**src/hw/rtl/ihp_pkg.sv**
```systemverilog
// Shared types and constants for the IPv4 header parser.
package ihp_pkg;

   localparam logic [5:0] MIN_HEADER        = 6'd20;
   localparam logic [7:0] KIND_END          = 8'd0;
   localparam logic [7:0] KIND_NOP          = 8'd1;
   localparam logic [7:0] KIND_ROUTER_ALERT = 8'd148;

   localparam logic [5:0] POS_VER_IHL  = 6'd0;
   localparam logic [5:0] POS_TOS      = 6'd1;
   localparam logic [5:0] POS_LEN_HI   = 6'd2;
   localparam logic [5:0] POS_LEN_LO   = 6'd3;
   localparam logic [5:0] POS_IDENT_HI = 6'd4;
   localparam logic [5:0] POS_IDENT_LO = 6'd5;
   localparam logic [5:0] POS_FRAG_HI  = 6'd6;
   localparam logic [5:0] POS_FRAG_LO  = 6'd7;
   localparam logic [5:0] POS_TTL      = 6'd8;
   localparam logic [5:0] POS_PROTO    = 6'd9;
   localparam logic [5:0] POS_ADDR_LO  = 6'd12;

   typedef struct packed {
      logic [7:0]  data_byte;
      logic        start_req;
      logic [15:0] buffer_bytes;
   } req_word_type;

   typedef struct packed {
      logic [5:0]  header_bytes;
      logic [7:0]  tos;
      logic [15:0] total_length;
      logic        length_clamped;
      logic [15:0] ident;
      logic [15:0] flags_fragment;
      logic [7:0]  ttl;
      logic [7:0]  proto;
      logic [63:0] addresses;
      logic        checksum_ok;
      logic        router_alert_seen;
      logic        unknown_option_seen;
   } rsp_word_type;

   typedef struct packed {
      logic       fire;
      logic       start;
      logic [5:0] pos;
      logic [7:0] data;
      logic [5:0] header_len;
   } step_type;

   typedef struct packed {
      logic alert;
      logic unknown;
   } opt_flags_type;

endpackage

```
**src/hw/rtl/ihp_stream_if.sv**
```systemverilog
// Valid/ready channel carrying one word of a given payload type.
interface ihp_stream_if #(parameter type payload_type = logic) ();
   logic        valid;
   logic        ready;
   payload_type payload;

   modport source (output valid, output payload, input ready);
   modport sink (input valid, input payload, output ready);
endinterface

```
**src/hw/rtl/ipv4_header_parser_core.sv**
```systemverilog
// Top level of the IPv4 header parser: field capture, length clamp, checksum and option checks, and result register.
//
//  channel  direction  word            notes
//  req_if   in         req_word_type   one packet byte, start mark, frame size
//  rsp_if   out        rsp_word_type   one parsed header, at its last byte
//
// One byte is taken per cycle unless the input stalls; each header byte updates the header state in the same cycle.
// The result appears in the output register the cycle after the last header byte.
// Reset clears the header tracking and the output valid flag.
// The input stalls only while a result waits in the output register and rsp_if.ready is low.
module ipv4_header_parser_core (
   input logic        clock,
   input logic        reset,
   ihp_stream_if.sink   req_if,
   ihp_stream_if.source rsp_if
);

   ihp_pkg::req_word_type  req_word;
   ihp_pkg::step_type      step;
   ihp_pkg::opt_flags_type opt_flags;
   ihp_pkg::rsp_word_type  rsp_word_ff, rsp_word_in;

   logic        accepted;
   logic        header_end;
   logic        sum_ok;
   logic        rsp_valid_ff, rsp_valid_in;
   logic        in_header_ff, in_header_in;
   logic [5:0]  pos_ff, pos_in;
   logic [5:0]  hlen_ff, hlen_in;
   logic [5:0]  ihl_bytes;
   logic [15:0] frame_ff, frame_in;
   logic [7:0]  tos_ff, tos_in;
   logic [7:0]  len_hi_ff, len_hi_in;
   logic [15:0] full_len;
   logic [15:0] clamp_len_ff, clamp_len_in;
   logic        clamp_flag_ff, clamp_flag_in;
   logic [15:0] ident_ff, ident_in;
   logic [15:0] frag_ff, frag_in;
   logic [7:0]  ttl_ff, ttl_in;
   logic [7:0]  proto_ff, proto_in;
   logic [63:0] addr_ff, addr_in;

   assign req_word      = req_if.payload;
   assign req_if.ready  = !rsp_valid_ff || rsp_if.ready;
   assign accepted      = req_if.valid && req_if.ready;
   assign rsp_if.valid  = rsp_valid_ff;
   assign rsp_if.payload = rsp_word_ff;

   always_comb begin
      step.fire  = accepted && (req_word.start_req || in_header_ff);
      step.start = req_word.start_req;
      step.pos   = req_word.start_req ? 6'd0 : pos_ff;
      step.data  = req_word.data_byte;

      ihl_bytes = {req_word.data_byte[3:0], 2'b00};
      hlen_in   = hlen_ff;
      if (step.fire && step.pos == ihp_pkg::POS_VER_IHL) begin
         hlen_in = (ihl_bytes < ihp_pkg::MIN_HEADER) ? ihp_pkg::MIN_HEADER : ihl_bytes;
      end
      step.header_len = hlen_in;

      frame_in      = (step.fire && step.start) ? req_word.buffer_bytes : frame_ff;
      tos_in        = tos_ff;
      len_hi_in     = len_hi_ff;
      ident_in      = ident_ff;
      frag_in       = frag_ff;
      ttl_in        = ttl_ff;
      proto_in      = proto_ff;
      addr_in       = addr_ff;
      full_len      = {len_hi_ff, req_word.data_byte};
      clamp_len_in  = clamp_len_ff;
      clamp_flag_in = clamp_flag_ff;
      if (step.fire) begin
         case (step.pos)
            ihp_pkg::POS_TOS:      tos_in = step.data;
            ihp_pkg::POS_LEN_HI:   len_hi_in = step.data;
            ihp_pkg::POS_LEN_LO: begin
               clamp_flag_in = (full_len > frame_ff);
               clamp_len_in  = (full_len > frame_ff) ? frame_ff : full_len;
            end
            ihp_pkg::POS_IDENT_HI: ident_in[15:8] = step.data;
            ihp_pkg::POS_IDENT_LO: ident_in[7:0] = step.data;
            ihp_pkg::POS_FRAG_HI:  frag_in[15:8] = step.data;
            ihp_pkg::POS_FRAG_LO:  frag_in[7:0] = step.data;
            ihp_pkg::POS_TTL:      ttl_in = step.data;
            ihp_pkg::POS_PROTO:    proto_in = step.data;
            default: ;
         endcase
         if (step.pos >= ihp_pkg::POS_ADDR_LO && step.pos < ihp_pkg::MIN_HEADER) begin
            addr_in = {addr_ff[55:0], step.data};
         end
      end

      header_end   = step.fire && ({1'b0, step.pos} + 7'd1 >= {1'b0, hlen_in});
      pos_in       = step.fire ? step.pos + 6'd1 : pos_ff;
      in_header_in = in_header_ff;
      if (step.fire && step.start) begin
         in_header_in = 1'b1;
      end
      if (header_end) begin
         in_header_in = 1'b0;
      end

      rsp_word_in                     = rsp_word_ff;
      rsp_valid_in                    = rsp_valid_ff && !rsp_if.ready;
      if (header_end) begin
         rsp_valid_in                    = 1'b1;
         rsp_word_in.header_bytes        = hlen_in;
         rsp_word_in.tos                 = tos_in;
         rsp_word_in.total_length        = clamp_len_in;
         rsp_word_in.length_clamped      = clamp_flag_in;
         rsp_word_in.ident               = ident_in;
         rsp_word_in.flags_fragment      = {1'b0, frag_in[14:0]};
         rsp_word_in.ttl                 = ttl_in;
         rsp_word_in.proto               = proto_in;
         rsp_word_in.addresses           = addr_in;
         rsp_word_in.checksum_ok         = sum_ok;
         rsp_word_in.router_alert_seen   = opt_flags.alert;
         rsp_word_in.unknown_option_seen = opt_flags.unknown;
      end
   end

   ihp_checksum checksum (
      .clock       (clock),
      .reset       (reset),
      .step        (step),
      .length_word (clamp_len_in),
      .sum_ok_in   (sum_ok)
   );

   ihp_option_walker option_walker (
      .clock    (clock),
      .reset    (reset),
      .step     (step),
      .flags_in (opt_flags)
   );

   always_ff @(posedge clock) begin
      if (reset) begin
         in_header_ff <= 1'b0;
         pos_ff       <= 6'd0;
         hlen_ff      <= ihp_pkg::MIN_HEADER;
         rsp_valid_ff <= 1'b0;
      end else begin
         in_header_ff <= in_header_in;
         pos_ff       <= pos_in;
         hlen_ff      <= hlen_in;
         rsp_valid_ff <= rsp_valid_in;
      end
      frame_ff      <= frame_in;
      tos_ff        <= tos_in;
      len_hi_ff     <= len_hi_in;
      clamp_len_ff  <= clamp_len_in;
      clamp_flag_ff <= clamp_flag_in;
      ident_ff      <= ident_in;
      frag_ff       <= frag_in;
      ttl_ff        <= ttl_in;
      proto_ff      <= proto_in;
      addr_ff       <= addr_in;
      rsp_word_ff   <= rsp_word_in;
   end

   property stall_only_when_full;
      @(posedge clock) disable iff (reset) !req_if.ready |-> rsp_valid_ff;
   endproperty
   assert property (stall_only_when_full)
      else $error("Input stalled with an empty output register.");

   property end_leaves_header;
      @(posedge clock) disable iff (reset) header_end |=> !in_header_ff && rsp_valid_ff;
   endproperty
   assert property (end_leaves_header)
      else $error("Header end did not produce a result or close the header.");

   property pos_inside_header;
      @(posedge clock) disable iff (reset) in_header_ff |-> pos_ff < hlen_ff;
   endproperty
   assert property (pos_inside_header)
      else $error("Byte position ran past the header length.");

   property result_length_floor;
      @(posedge clock) disable iff (reset)
         rsp_valid_ff |-> rsp_word_ff.header_bytes >= ihp_pkg::MIN_HEADER;
   endproperty
   assert property (result_length_floor)
      else $error("Result header length below the minimum.");

endmodule

```
**src/hw/rtl/ihp_checksum.sv**
```systemverilog
// Ones'-complement header checksum accumulator with end-around carry.
module ihp_checksum (
   input  logic              clock,
   input  logic              reset,
   input  ihp_pkg::step_type step,
   input  logic [15:0]       length_word,
   output logic              sum_ok_in
);

   logic [7:0]  even_ff, even_in;
   logic [15:0] sum_ff, sum_in;
   logic [15:0] sum_base;
   logic [15:0] word;
   logic [16:0] raw_sum;

   always_comb begin
      sum_base = step.start ? 16'd0 : sum_ff;
      word     = (step.pos == ihp_pkg::POS_LEN_LO) ? length_word : {even_ff, step.data};
      raw_sum  = {1'b0, sum_base} + {1'b0, word};
      even_in  = even_ff;
      sum_in   = sum_base;
      if (step.fire) begin
         if (!step.pos[0]) begin
            even_in = step.data;
         end else if (raw_sum[16]) begin
            sum_in = raw_sum[15:0] + 16'd1;
         end else begin
            sum_in = raw_sum[15:0];
         end
      end else begin
         sum_in = sum_ff;
      end
      sum_ok_in = (sum_in == 16'hFFFF);
   end

   always_ff @(posedge clock) begin
      if (reset) begin
         sum_ff  <= 16'd0;
         even_ff <= 8'd0;
      end else begin
         sum_ff  <= sum_in;
         even_ff <= even_in;
      end
   end

endmodule

```
**src/hw/rtl/ihp_option_walker.sv**
```systemverilog
// Walks the IPv4 options and flags router alert and unknown or malformed options.
module ihp_option_walker (
   input  logic                   clock,
   input  logic                   reset,
   input  ihp_pkg::step_type      step,
   output ihp_pkg::opt_flags_type flags_in
);

   logic [5:0] next_opt_ff, next_opt_in;
   logic       phase_ff, phase_in;
   logic       done_ff, done_in;
   logic       alert_ff, alert_in;
   logic       unknown_ff, unknown_in;
   logic [8:0] opt_end;

   always_comb begin
      next_opt_in = next_opt_ff;
      phase_in    = phase_ff;
      done_in     = done_ff;
      alert_in    = alert_ff;
      unknown_in  = unknown_ff;
      opt_end     = {3'd0, next_opt_ff} + {1'b0, step.data};
      if (step.fire && step.start) begin
         next_opt_in = ihp_pkg::MIN_HEADER;
         phase_in    = 1'b0;
         done_in     = 1'b0;
         alert_in    = 1'b0;
         unknown_in  = 1'b0;
      end else if (step.fire && step.pos >= ihp_pkg::MIN_HEADER && !done_ff) begin
         if (!phase_ff) begin
            if (step.pos == next_opt_ff) begin
               if (step.data == ihp_pkg::KIND_END) begin
                  done_in = 1'b1;
               end else if (step.data == ihp_pkg::KIND_NOP) begin
                  next_opt_in = step.pos + 6'd1;
               end else begin
                  if (step.data == ihp_pkg::KIND_ROUTER_ALERT) begin
                     alert_in = 1'b1;
                  end else begin
                     unknown_in = 1'b1;
                  end
                  if ({1'b0, step.pos} + 7'd1 >= {1'b0, step.header_len}) begin
                     unknown_in = 1'b1;
                     done_in    = 1'b1;
                  end else begin
                     phase_in = 1'b1;
                  end
               end
            end
         end else begin
            // The current byte is the length of the option whose kind came before it.
            phase_in = 1'b0;
            if (step.data == 8'd0 || opt_end > {3'd0, step.header_len}) begin
               unknown_in = 1'b1;
               done_in    = 1'b1;
            end else if (step.data == 8'd1) begin
               next_opt_in = step.pos + 6'd1;
            end else begin
               next_opt_in = opt_end[5:0];
               if (opt_end == {3'd0, step.header_len}) begin
                  done_in = 1'b1;
               end
            end
         end
      end
      flags_in.alert   = alert_in;
      flags_in.unknown = unknown_in;
   end

   always_ff @(posedge clock) begin
      if (reset) begin
         next_opt_ff <= ihp_pkg::MIN_HEADER;
         phase_ff    <= 1'b0;
         done_ff     <= 1'b0;
         alert_ff    <= 1'b0;
         unknown_ff  <= 1'b0;
      end else begin
         next_opt_ff <= next_opt_in;
         phase_ff    <= phase_in;
         done_ff     <= done_in;
         alert_ff    <= alert_in;
         unknown_ff  <= unknown_in;
      end
   end

   property done_clears_phase;
      @(posedge clock) disable iff (reset) done_ff |-> !phase_ff;
   endproperty
   assert property (done_clears_phase)
      else $error("Option walk finished while waiting for a length byte.");

endmodule

```
**src/flat_wrapper.sv**
```systemverilog
// flat-port wrapper written by rule: the top's interface ports become plain ports
module ipv4_header_parser_core_flat 
  (clock, reset, req_if_valid, req_if_payload, req_if_ready, rsp_if_valid, rsp_if_payload, rsp_if_ready);
  ihp_stream_if #(.payload_type(ihp_pkg::req_word_type)) req_if_i ();
  ihp_stream_if #(.payload_type(ihp_pkg::rsp_word_type)) rsp_if_i ();
  input logic clock;
  input logic reset;
  input wire logic [$bits(req_if_i.valid)-1:0] req_if_valid;
  input wire logic [$bits(req_if_i.payload)-1:0] req_if_payload;
  output wire logic [$bits(req_if_i.ready)-1:0] req_if_ready;
  output wire logic [$bits(rsp_if_i.valid)-1:0] rsp_if_valid;
  output wire logic [$bits(rsp_if_i.payload)-1:0] rsp_if_payload;
  input wire logic [$bits(rsp_if_i.ready)-1:0] rsp_if_ready;
  assign req_if_i.valid = req_if_valid;
  assign req_if_i.payload = req_if_payload;
  assign req_if_ready = req_if_i.ready;
  assign rsp_if_valid = rsp_if_i.valid;
  assign rsp_if_payload = rsp_if_i.payload;
  assign rsp_if_i.ready = rsp_if_ready;
  ipv4_header_parser_core u_core (.clock(clock), .reset(reset), .req_if(req_if_i), .rsp_if(rsp_if_i));
endmodule
```
**config.mk**
```make
export PLATFORM = sky130hd
export DESIGN_NAME = ipv4_header_parser_core_flat
export DESIGN_NICKNAME = d
export VERILOG_FILES = /design/src/hw/rtl/ihp_pkg.sv /design/src/hw/rtl/ihp_stream_if.sv /design/src/hw/rtl/ipv4_header_parser_core.sv /design/src/hw/rtl/ihp_checksum.sv /design/src/hw/rtl/ihp_option_walker.sv /design/src/flat_wrapper.sv
export SDC_FILE = /design/constraint.sdc
export NUM_CORES = 1
export LEC_CHECK = 0
export BUFFER_PORTS_ARGS = -buffer_cell sky130_fd_sc_hd__buf_4
export CAP_MARGIN = 20
export CORE_UTILIZATION = 58
export CTS_CLUSTER_DIAMETER = 40
export DETAILED_ROUTE_END_ITERATION = 6
export PLACE_DENSITY = 0.77
export SLEW_MARGIN = 20
export SYNTH_ARGS = -nofsm -noshare
export SYNTH_HDL_FRONTEND = slang
export SYNTH_HIERARCHICAL = 1
export SYNTH_SLANG_ARGS = --single-unit
```
**constraint.sdc**
```tcl
create_clock -name clock -period 13.9 [get_ports clock]
set_input_delay 2.085 -clock clock [delete_from_list [all_inputs] [get_ports clock]]
set_output_delay 2.085 -clock clock [all_outputs]
set_load 0.01 [all_outputs]
```
==> After elaboration in Yosys (flattened, before gate mapping) <==
Index checks and enable logic that the tools add are counted.
{ "op_classes": {"n_mux": 63, "magnitude_cmp": 7, "n_reduce_logical": 26, "n_eq_ne": 19, "add_sub_neg": 5, "bitwise": 1} }
{ "op_table": {"columns": ["op", "count"], "rows": [
  ["$mux 16", 9],
  ["$mux 64", 2],
  ["$mux 8", 9],
  ["$mux 6", 9],
  ["$mux 1", 32],
  ["$eq 6x3->1 const B", 4],
  ["$add 16x16->17", 1],
  ["$add 16x1->16 const B", 1],
  ["$eq 16x16->1 const B", 1],
  ["$gt 16x16->1", 1],
  ["$mux 15", 1],
  ["$eq 6x2->1 const B", 2],
  ["$eq 6x4->1 const B", 2],
  ["$lt 6x5->1 const B", 2],
  ["$add 6x8->9", 1],
  ["$eq 9x6->1", 1],
  ["$gt 9x6->1", 1],
  ["$logic_and 1x1->1", 9],
  ["$eq 8x1->1 const B", 1],
  ["$eq 8x8->1 const B", 1],
  ["$logic_not 8->1", 1],
  ["$add 6x1->7 const B", 1],
  ["$ge 7x6->1", 1],
  ["$mux 7", 1],
  ["18 further kinds", 27]
]} }
{ "word_totals": {"in_bits": 29, "out_inout_bits": 148, "regBits": 353} }

==> Logic depth before layout (Yosys ltp) <==
Gate-level depths: netlist of the first run.
{ "depth": {"word_depth": 14, "mapped_depth": 23, "mapped_depth_nobuf": 21} }

==> Hierarchy <==
Netlist of the first run, hierarchy kept.
{ "modules_own_cells": {"columns": ["mod", "seq_area_each_um2", "instances", "cells_per_inst", "area_per_inst_um2"], "rows": [
  ["ipv4_header_parser_core", 8077.7, 1, 686, 11093.1],
  ["ihp_checksum", 480.5, 1, 326, 2740.1],
  ["ihp_option_walker", 200.2, 1, 175, 1451.4]
]} }

==> Least setup slack after synthesis of the first run <==
OpenSTA, ideal clock, no wires.
{ "synth_path": {"path_type": "input port to flip-flop", "from": "input req_if_payload[16]", "to": "register u_core.rsp_word_ff (netlist bit u_core/rsp_if.payload[0]) (enable)", "path_stages": 11, "required_time_ns": 13.202, "setup_ns": 0.698, "arrival_ns": 11.171, "slack_ns": 2.031, "n_path_buf": 1, "path_cell_list": "clkbuf_1 nor2b_1 inv_1 ha_1 inv_1 ha_1 a21o_1 a21o_1 a21oi_1 or2_2 a21oi_1"} }
{ "synth_rtl": {"columns": ["element", "line", "source"], "rows": [
  ["start: declaration", "flat_wrapper.sv:9", "input wire logic [$bits(req_if_i.payload)-1:0] req_if_payload;"],
  ["end signal: assignment", "ipv4_header_parser_core.sv:160", "rsp_word_ff <= rsp_word_in;"],
  ["end: declaration", "ipv4_header_parser_core.sv:21", "ihp_pkg::rsp_word_type rsp_word_ff, rsp_word_in;"]
]} }

==> Final worst setup path of the first run <==
{ "layout_path": {"from": "input req_if_payload[17]", "to": "register u_core.rsp_word_ff (netlist bit u_core/rsp_if.payload[2]) (data pin)"} }
{ "layout_between": {"elab_chain_cells": 11} }
{ "layout_rtl": {"columns": ["element", "line", "source"], "rows": [
  ["$gt 16x16->1 (*)", "ipv4_header_parser_core.sv:79", "clamp_len_in = (full_len > frame_ff) ? frame_ff : full_len;"],
  ["$mux 16 (*)", "ipv4_header_parser_core.sv:79", null],
  ["$mux 16 (*)", "ipv4_header_parser_core.sv:74", "case (step.pos)"],
  ["$mux 16 (*)", "ipv4_header_parser_core.sv:73", "if (step.fire) begin"],
  ["via u_core.clamp_len_in[11]", "ipv4_header_parser_core.sv:35", "logic [15:0] clamp_len_ff, clamp_len_in;"],
  ["$mux 16 (*)", "ihp_checksum.sv:18", "word = (step.pos == ihp_pkg::POS_LEN_LO) ? length_word : {even_ff, step.data};"],
  ["$add 16x16->17 (*)", "ihp_checksum.sv:19", "raw_sum = {1'b0, sum_base} + {1'b0, word};"],
  ["$add 16x1->16", "ihp_checksum.sv:26", "sum_in = raw_sum[15:0] + 16'd1;"],
  ["$mux 16 (*)", "ihp_checksum.sv:25", "end else if (raw_sum[16]) begin"],
  ["$mux 16 (*)", "ihp_checksum.sv:23", "if (!step.pos[0]) begin"],
  ["$mux 16 (*)", "ihp_checksum.sv:22", "if (step.fire) begin"],
  ["$eq 16x16->1 (*)", "ihp_checksum.sv:33", "sum_ok_in = (sum_in == 16'hFFFF);"],
  ["via u_core.sum_ok", "ipv4_header_parser_core.sv:25", "logic sum_ok;"]
]} }
Mark *: on every way through the listed nets, which the timed path passes. The rest lies on a longest branch.
A chain may end at the register's enable or synchronous reset.

==> results of run 1 <==
-- path summary, 6_finish.rpt --
kind,endpoint,cells after the start
min reg2reg,u_core/clamp_flag_ff$_DFF_P_,2
min,u_core/clamp_flag_ff$_DFF_P_,2
max reg2reg,u_core/rsp_if.payload[2]$_DFFE_PP_,20
max,u_core/rsp_if.payload[2]$_DFFE_PP_,21
-- layout make-up --
type                            count  area [um^2]  share of cell area (%)
Multi-Input combinational cell    750         6120                    33.7
Timing Repair Buffer              181         1360                    7.48
Tap cell                          335          419                    2.31
Sequential cell                   353         8760                    48.2
Inverter                           43          161                   0.889
Clock inverter                     32          277                    1.52
Clock buffer                       45         1070                    5.90
-- layer usage --
metal	up-vias	GRT usage, %	share of wire [%]
met5	-	0	0
met4	0	8.50	2.4
met3	65	3.89	6.3
met2	328	41.2	48
met1	4792	33.5	43
li1	4764	-	-
-- power breakdown --
part / switching (mW) / internal (mW)
Sequential: 0.0110 / 1.12
Combinational: 0.0838 / 0.0572
Clock: 0.432 / 0.607
Total: 0.527 / 1.79
-- kinds of logic (layout without fill, tap and decap cells) --
group / count (synthesis) / after routing / synth area share, %
buffers and inverters: 84 / 301 / 2.83
xor gates and xnor gates: 29 / 29 / 1.76
other: 1 / 1 / 0.0245
muxes: 164 / 164 / 12.7
AOI/OAI and AO/OA: 196 / 196 / 8.98
DFF: 353 / 353 / 57.3
adders and majority gates: 67 / 67 / 5.58
and+or+nand+nor: 293 / 293 / 10.8
-- cell usage in the layout, fill, tap and decap left out, drive strengths merged, types with 18 or more instances in the layout --
master	n
nor2	73
clkinv	19
mux2	129
nor2b	28
clkbuf	45
a21oi	62
mux2i	35
nand3	18
o21ai	32
ha	65
inv	50
edfxtp	169
nand2	60
buf	181
dfxtp	184
-- sequential cells by signal (all words and copies together), names as in the netlist, 6 cells and up --
register                          flops
u_core/frag_ff                       15
u_core/option_walker/next_opt_ff      6
u_core/frame_ff                      16
u_core/proto_ff                       8
u_core/pos_ff                         6
u_core/tos_ff                         8
u_core/addr_ff                       64
u_core/hlen_ff                        6
u_core/checksum/sum_ff               16
u_core/clamp_len_ff                  16
u_core/ttl_ff                         8
u_core/rsp_if.payload               145
u_core/len_hi_ff                      8
u_core/ident_ff                      16
u_core/checksum/even_ff               8
-- cells in the mapped netlist, types with 4 or more instances --
cell,n,area [um^2]
dfxtp_1,184,3680
edfxtp_1,169,5070
mux2_2,81,912
nor2_1,71,267
ha_1,65,813
a21oi_1,59,295
nand2_1,59,221
inv_1,42,158
mux2_4,38,571
mux2i_1,35,350
nor2b_1,28,175
o21ai_0,27,135
nand3_1,17,85.1
nand4_1,16,100
nor3_1,15,75.1
xnor2_1,15,131
a21o_1,14,105
a31oi_1,14,87.6
clkbuf_1,14,52.6
xor2_1,12,105
buf_2,11,55.1
nand2b_1,11,68.8
and2_1,10,62.6
and3_1,10,62.6
mux2_1,10,113
o211ai_1,9,67.6
a211oi_1,8,60.1
o21a_1,7,52.6
buf_4,6,45.0
buf_6,6,67.6
nand3b_1,6,45.0
a221oi_1,5,43.8
and4_1,5,43.8
a21boi_0,4,30.0
nor4_1,4,25.0
o21ai_1,4,20.0
o31ai_1,4,30.0
or3_1,4,25.0
-- metrics by stage --
step                total power, mW  worst slack [ps]
detailed placement             1.29              6070
CTS                            2.33              6620
finish                         2.31              6570
global placement               1.29              6190
global route                   2.39              6120
floorplan                      1.25              2030
-- worst max-delay path, cell delays in order --
cell       delay [ps]
buf_4             190
inv_1             170
ha_1              240
nor2b_1           110
o211ai_1          110
a2111o_1          390
a31oi_2           180
buf_4             310
mux2i_1           240
a21oi_1           150
mux2_2            380
ha_1              330
a21oi_1           340
nor2_1            100
a21oi_1           520
and3_1            480
a221oi_1          170
a2111oi_2         380
nand4_1           190
a2111oi_2         380
and4_1            240
==> run metrics, run 1 <==
Layout Utilization=approximately 70%; hold slack=roughly 470 ps; fraction of layout cells with a size suffix above 1=between 20% and 30%; Post-synth EDFFs=approximately 170; crit start category=input pin; Fin. Hold Viols=0; CTS Hold Bufs=0; syn_nets=between 1,000 and 1,500; DR pass1 iterations=5; Worst EP required=14,290 ps; R2R Path Start=u_core/frame_ff[6]$_DFFE_PP_; Slew Limit Fails=0; CTS root buffer=clkbuf_16; die width=about 160 um; final setup TNS=0 ps; core outline area=26,000 um^2; Leakage=7.59 nW; #FFs+latches synth=353; placed cell areas=approximately 17,000 um^2; Antenna Nets Post-Route=0; GRT Util Overall=approximately a quarter; Layout area overhead=18.8%; Starting Density=approximately 59%; RSZ-0062 raised after global routing=false; Final period util=52.7%; WS Path Type=in -> reg; Worst VDD drop=about 0.14 mV; flop2flop setup slack=a little under 8000 ps; DIE AREA=approximately 27,000 um^2; CP Capture Type=flip-flop; Post-Syn Area=15,300 um^2; Fmax=136 MHz; Yosys cell types=between 100 and 150; DIE HEIGHT=roughly 160 um; H-Tree Depth=2; setup bufs post-CTS=0; Vias=between 9,000 and 10,000; actual slew at the worst max-slew pin=1090 ps; Rel. slew slack=between 20% and 30%; Setup Skew=between 20 and 25 ps; post-placement cell count=about 1,700; fill count=~1,900; Hold/Removal Path Class=reg -> reg; initial antenna violation count=0; maximum number of pins on one net before global-route repair=72; hpwl dp=approximately 23 mm; Seq/Total Area, Yosys=a little under three fifths; clock latency on the worst-skew pair=540 ps; predominant post-synthesis flop cell=dfxtp_1; CTS buffer count=between 40 and 50; Reg clk slew, reported paths=60 ps; Post-Route WL=33.8 mm; CP max FO=17; CP startpoint=req_if_payload[17]; drt first-iter violations=around 750; Overflow after GRT=0; I/O pin count=about 180; first-pass GRT wire length=just over 50 mm; vias in the first global route=between 9,000 and 10,000; Finished Cell Area=around 18,000 um^2; TritonCTS clock tree=built; fin nets=around 1,500; Final min period=7330 ps; Mapped Cells=approximately 1,200; Worst Path Arrival=approximately 7700 ps; reported max-cap violation count=0; Port Buffer Count=between 150 and 200; Post-synth ARST share=0%; Rows=between 50 and 60; Antenna Cells=0; P per Cell Area=approximately 130 nW/um^2; synthesized area per cell=between 10 and 15 um^2; DR WL/cell=just under 20 um; status=completed; clock sinks=353; Bufs on Longest Clock Path=3; Synth Warn #=6; Final Non-Filler Cells=between 1,500 and 2,000; average via count per standard cell=5.72; # DRC=0; routability congestion estimate=approximately 0.84; final setup fails=0; CTS resizes=0; hold_sp=u_core/clamp_flag_ff$_DFF_P_
(Power assumes the default switching activity.)
==> run 2: changes to the inputs <==
==> constraint.sdc (replaced) <==
create_clock -name clock -period 6.9 [get_ports clock]
set_input_delay 1.035 -clock clock [delete_from_list [all_inputs] [get_ports clock]]
set_output_delay 1.035 -clock clock [all_outputs]
set_load 0.01 [all_outputs]
==> run 2 against run 1 <==
First-iteration DRC count is 13% lower. Clock power up 110%. Combinational power rose by 110%. Register-to-register slack worse by 7000 ps. Utilization increased by 0.59 points. Clock skew about the same. Sequential power grew 100%. Final cell count up 0.75%. Routed wire length increased by 4.1%. Total power rose by 110%. Cell area grew 0.84%. Highest routed layer unchanged.
==> run metrics, run 2 (synthesis results as in run 1) <==
# DRC=0 (unchanged); FF-to-FF path depth=21 (+5.0%); fill count=1,814 (-2.2%); actual slew at the worst max-slew pin=1110 ps (+15.5 ps); P per Cell Area=260 nW/um^2 (+100%); crit start category=input pin; maximum number of pins on one net before global-route repair=80 (+11%); Leakage=7.68 nW (+1.2%); setup ws final=832 ps (-5740 ps); routability congestion estimate=0.904 (+7.1%); Worst EP required=7200 ps (-7090 ps); final setup TNS=0 ps (unchanged); R2R Path Start=u_core/frame_ff[7]$_DFFE_PP_; Overflow after GRT=0 (unchanged); average via count per standard cell=5.71 (-0.16%); fraction of layout cells with a size suffix above 1=30.1% (+0.65 points); Bufs on Longest Clock Path=3 (unchanged); Slew Limit Fails=0 (unchanged); slowest CP cell=or4_1; Worst Hold Path Cells=2 (unchanged); DIE HEIGHT=164 um (unchanged); clock sinks=353 (unchanged); Rel. slew slack=26.1% (-1.0 points); CTS Hold Bufs=0 (unchanged); hpwl dp=24.2 mm (+3.2%); Vias=10,000 (+0.58%); TritonCTS clock tree=built; Antenna Nets Post-Route=0 (unchanged); drt first-iter violations=653 (-13%); reported max-cap violation count=0 (unchanged); DR WL/cell=20.1 um (+3.3%); ordered list of cells on the worst path=buf_4 > ha_1 > nor2b_1 > o211ai_1 > a2111o_1 > a31oi_2 > buf_4 > buf_4 > mux2i_1 > a21oi_1 > mux2_2 > ha_1 > a21oi_1 > o21ai_0 > a221oi_1 > xnor2_1 > nand4_1 > or4_1 > a32oi_1 > a21oi_1 > and4_1; hold_sp=u_core/clamp_flag_ff$_DFF_P_; Worst path max stage delay=520 ps (about the same); commonest non-fill, non-tap cell in the layout=buf_4; vias in the first global route=9,857 (+3.0%); initial antenna violation count=1 (+1); Final min period=6070 ps; Hold Crit Endpoint=u_core/clamp_flag_ff$_DFF_P_; CP max FO=18 (+1); commonest non-fill, non-tap cells in the layout=buf_4 (192), dfxtp_1 (184), edfxtp_1 (169); Worst Path Arrival=6370 ps (-1350 ps); Fmax=~160 MHz; die width=164 um (unchanged); Crit path max-delay family=compound AO/OA/AOI/OAI gates; Final period util=a little under 90%; CTS root buffer=clkbuf_16; clock latency on the worst-skew pair=550 ps (about the same); RSZ-0062 raised after global routing=false; final setup fails=0 (unchanged); first-pass GRT wire length=54.1 mm (+4.2%); Worst VDD drop=0.243 mV (+72%); Layout area overhead=19.8%; Starting Density=58.8% (unchanged); setup bufs post-CTS=0 (unchanged); Post-Route WL=35.2 mm (+4.1%); CTS buffer count=42 (unchanged); Fin. Hold Viols=0 (unchanged); fin nets=1,479 (+0.82%); Largest register FFs=145 (unchanged); GRT Util Overall=26.2% (+1.2 points); H-Tree Depth=2 (unchanged); hold slack=448 ps (-18.4 ps); Antenna Cells=0 (unchanged); worst reg2reg endpoint=u_core/rsp_if.payload[2]$_DFFE_PP_; CP Capture Type=flip-flop; I/O pin count=177 (unchanged); DR pass1 iterations=5 (unchanged); flop2flop setup slack=970 ps (-6950 ps); crit path buf inv count=3 (unchanged); Post-Place Setup Slack=323 ps (-5740 ps); Rows=59 (unchanged); Port Buffer Count=175 (unchanged); CTS resizes=0 (unchanged); status=completed; Setup Skew=25.1 ps (+0.368 ps); Hold/Removal Path Class=reg -> reg; DIE AREA=27,000 um^2 (unchanged); core outline area=26,000 um^2 (unchanged); Reg clk slew, reported paths=60 ps (about the same); WS Path Type=in -> reg
==> run 2: cell count changes in the layout (fill, tap and decap cells not counted), sizes merged <==
| cell | before | now |
|---|---|---|
| buf | 181 | 193 |
| clkinv | 19 | 8 |
| clkbuf | 45 | 54 |
| inv | 50 | 53 |
| bufinv | 2 | 3 |
| clkinvlp | 4 | 3 |
==> run 2: worst max path at each step <==
stage,startpoint,endpoint,slack [ps],cells after the start
after floorplan,req_if_payload[16],u_core/rsp_if.payload[0]$_DFFE_PP_,860,11
after global placement,req_if_payload[18],u_core/rsp_if.payload[2]$_DFFE_PP_,500,21
after detailed placement,req_if_payload[18],u_core/rsp_if.payload[2]$_DFFE_PP_,320,21
after CTS,req_if_payload[18],u_core/rsp_if.payload[2]$_DFFE_PP_,890,21
after global routing,req_if_payload[18],u_core/rsp_if.payload[2]$_DFFE_PP_,460,21
final,req_if_payload[18],u_core/rsp_if.payload[2]$_DFFE_PP_,830,21
==> run 2: cell type report <==
cell class	instances	area (um^2)	share of cell area [%]
flip-flops and latches	353	8760	47.8
multi-input cells	750	6110	33.4
repair buffers	193	1460	7.98
clock buffers	54	1120	6.09
well taps	335	419	2.29
clock inverters	24	287	1.56
inverters	43	161	0.881
==> run 2: layer usage <==
metal | track usage, % | share of wire [%] | vias up
met5 | 0 | 0 | -
li1 | - | - | 4790
met1 | 34.6 | 43 | 4818
met2 | 42.8 | 47 | 328
met4 | 10.8 | 3.3 | 0
met3 | 4.32 | 6.0 | 71
==> run 2: power breakdown <==
group / switching, mW / total [mW] / internal, mW / leakage [nW]
registers: 0.0217 / 2.28 / 2.26 / 3.13
logic: 0.174 / 0.293 / 0.119 / 3.87
clock network: 0.895 / 2.19 / 1.29 / 0.677
==> run 2: through the flow <==
step / instance area (um^2) / util (%) / total power [mW] / std cells
floorplan: 15300 / - / 2.52 / 1187
global placement: 16900 / 65.1 / 2.60 / 1674
detailed placement: 16900 / 65.1 / 2.62 / 1674
CTS: 18300 / 70.5 / 4.80 / 1752
global route: 18300 / 70.5 / 4.91 / 1752
finish: 18300 / 70.5 / 4.76 / 1752
==> run 2: tightest hold or removal path, stage by stage (launching register included) <==
cell and delay [ps]:
dfxtp_1 310, nand2_1 40, nand2_1 70
==> run 3: changes to the inputs <==
--- a/config.mk
+++ b/config.mk
@@ -5,12 +5,13 @@
 export SDC_FILE = /design/constraint.sdc
 export NUM_CORES = 1
 export LEC_CHECK = 0
-export BUFFER_PORTS_ARGS = -buffer_cell sky130_fd_sc_hd__buf_4
 export CAP_MARGIN = 20
 export CORE_UTILIZATION = 58
 export CTS_CLUSTER_DIAMETER = 40
 export DETAILED_ROUTE_END_ITERATION = 6
-export PLACE_DENSITY = 0.77
+export DONT_BUFFER_PORTS = 1
+export PLACE_DENSITY = 0.72
+export REMOVE_ABC_BUFFERS = 1
 export SLEW_MARGIN = 20
 export SYNTH_ARGS = -nofsm -noshare
 export SYNTH_HDL_FRONTEND = slang
==> run 3 against run 2 <==
Critical path depth decreased by 2. Register-to-register slack improved by 20 ps. Largest power group unchanged. Cell area decreased by 7.5%. Setup slack improved by 110 ps. Routed wire length decreased by 9.3%. Sequential cell count unchanged. Sequential share of layout area increased by 3.9 points. Clock-buffer cell count decreased by 2. Fmax increased by 1.8%. Utilization decreased by 5.3 points. Worst hold slack improved by 11 ps.
==> run metrics, run 3 (synthesis results as in run 1) <==
RSZ-0062 raised after global routing=false; Final min period=5960 ps (-107 ps); placed cell areas=15,600 um^2 (-8.0%); R2R Path Start=u_core/frame_ff[7]$_DFFE_PP_; H-Tree Depth=2 (unchanged); Reg clk slew, reported paths=60 ps (about the same); final setup TNS=0 ps (unchanged); actual slew at the worst max-slew pin=1090 ps (-17.9 ps); Rows=59 (unchanged); commonest non-fill, non-tap cells in the layout=dfxtp_1 (184), edfxtp_1 (169), mux2_2 (81); Port Buffer Count=0 (-100%); DIE AREA=27,000 um^2 (unchanged); CTS Hold Bufs=0 (unchanged); hold_sp=u_core/in_header_ff$_SDFFE_PP0P_; drt first-iter violations=572 (-12%); WL met2=14.7 mm (-11%); Worst VDD drop=0.306 mV (+26%); commonest non-fill, non-tap cell in the layout=dfxtp_1; Bufs on Longest Clock Path=3 (unchanged); status=completed; switching pwr=1.06 mW (-3.2%); Top Layer Used=met4; DIE HEIGHT=164 um (unchanged); Fmax=168 MHz (+1.8%); Final Power=4.66 mW (-2.1%); GRT Util Overall=23.5% (-2.7 points); Antenna Nets Post-Route=0 (unchanged); Hold/Removal Path Class=reg -> reg; fraction of layout cells with a size suffix above 1=20.2% (-9.9 points); vias in the first global route=8,746 (-11%); Starting Density=58.8% (unchanged); reported max-cap violation count=0 (unchanged); Overflow after GRT=0 (unchanged); Clk pwr share=45.8% (about the same); core outline area=26,000 um^2 (unchanged); clock sinks=353 (unchanged); Vias=9,199 (-8.1%); average via count per standard cell=5.86 (+2.6%); Worst EP required=7300 ps (+100 ps); clock latency on the worst-skew pair=550 ps (about the same); WS Path Type=in -> reg; crit start category=input pin; I/O pin count=177 (unchanged); Flop pwr share=49.0% (+1.0 points); TritonCTS clock tree=built; Largest register FFs=145 (unchanged); routability congestion estimate=0.881 (-2.6%); die width=164 um (unchanged); Post-Place Setup Slack=457 ps (+134 ps); Leakage=6.80 nW (-12%); WL met1=14.2 mm (-6.6%); Finished Cell Area=17,000 um^2 (-7.5%); Int Power=3.61 mW (-1.8%); fin nets=1,296 (-12%); Worst Hold Path Cells=1 (-1); Fin. Hold Viols=0 (unchanged); first-pass GRT wire length=48.7 mm (-9.9%); CP max FO=18 (unchanged); Hold Crit Endpoint=u_core/pos_ff[0]$_SDFFE_PP0N_; hpwl dp=21.8 mm (-9.7%); setup ws final=938 ps (+107 ps); Worst Path Arrival=6360 ps (about the same); CP startpoint=req_if_payload[24]; initial antenna violation count=0 (-1); Final period util=86.4% (-1.5 points); sw frac=22.6% (-0.26 points); Setup Skew=20.7 ps (-4.43 ps); combinational share of power=5.2% (-0.9 points); met3 WL=2.21 mm (+5.1%); Layout area overhead=10.9%; setup bufs post-CTS=0 (unchanged); flop2flop setup slack=990 ps (+20 ps); CTS buffer count=42 (unchanged); CTS root buffer=clkbuf_16; Rel. slew slack=27.1% (+1.0 points); Post-Route WL=31.9 mm (-9.3%); P per Cell Area=275 nW/um^2 (+5.8%); Slew Limit Fails=0 (unchanged); worst reg2reg endpoint=u_core/rsp_if.payload[2]$_DFFE_PP_; CP Capture Type=flip-flop; DR pass1 iterations=5 (unchanged); fill count=1,970 (+8.6%); Antenna Cells=0 (unchanged); CTS resizes=0 (unchanged); # DRC=0 (unchanged); final setup fails=0 (unchanged); maximum number of pins on one net before global-route repair=66 (-18%); DR WL/cell=20.3 um (+1.2%); FF-to-FF path depth=20 (-4.8%)
[run 3: power by group through the flow]
| stage | Combinational, mW | Clock [mW] | Sequential [mW] |
|---|---|---|---|
| CTS | 0.240 | 2.18 | 2.29 |
| global route | 0.269 | 2.28 | 2.29 |
| detailed placement | 0.237 | 0 | 2.33 |
| finish | 0.242 | 2.13 | 2.29 |
| global placement | 0.232 | 0 | 2.33 |
| floorplan | 0.186 | 0 | 2.32 |
[run 3: critical path, cell delays in order]
cell and delay, ps:
ha_1 300, and3_1 190, nand2_1 80, a2111o_1 400
a31oi_2 220, buf_4 240, mux2i_1 200, a21oi_1 110
mux2_2 300, ha_1 330, a21oi_1 340, nor2_1 90
a21oi_1 570, and3_1 520, a221oi_1 170, a2111oi_2 420
nand4_1 200, a2111oi_2 380, and4_1 240
[run 3: how the worst max path moves through the flow]
stage,endpoint,slack [ps],cells past startpoint
floorplan,u_core/rsp_if.payload[0]$_DFFE_PP_,-3720,10
global placement,u_core/rsp_if.payload[2]$_DFFE_PP_,500,19
detailed placement,u_core/rsp_if.payload[2]$_DFFE_PP_,460,19
CTS,u_core/rsp_if.payload[2]$_DFFE_PP_,980,19
global route,u_core/rsp_if.payload[2]$_DFFE_PP_,680,20
finish,u_core/rsp_if.payload[2]$_DFFE_PP_,940,19
[run 3: metrics by stage]
| step | instances | hold slack [ps] | utilization [%] |
|---|---|---|---|
| finish | 1569 | 459 | 65.2 |
| global route | 1569 | 482 | 65.2 |
| CTS | 1569 | 457 | 65.2 |
| detailed placement | 1491 | 438 | 59.9 |
| global placement | 1491 | 438 | 59.9 |
| floorplan | 1146 | 415 | - |
[run 3: metal layers]
metal / vias to the layer above / global-route usage [%]
li1: 4428 / -
met1: 4434 / 31.5
met2: 284 / 37.5
met3: 53 / 5.63
met4: 0 / 7.11
met5: - / 0
[run 3: final cells by class]
cell class,instances,area (um^2),area share (%)
Timing Repair Buffer,10,100,0.590
Inverter,43,161,0.952
Sequential cell,353,8760,51.7
Tap cell,335,419,2.47
Multi-Input combinational cell,750,6120,36.1
Clock buffer,52,1130,6.66
Clock inverter,26,265,1.56
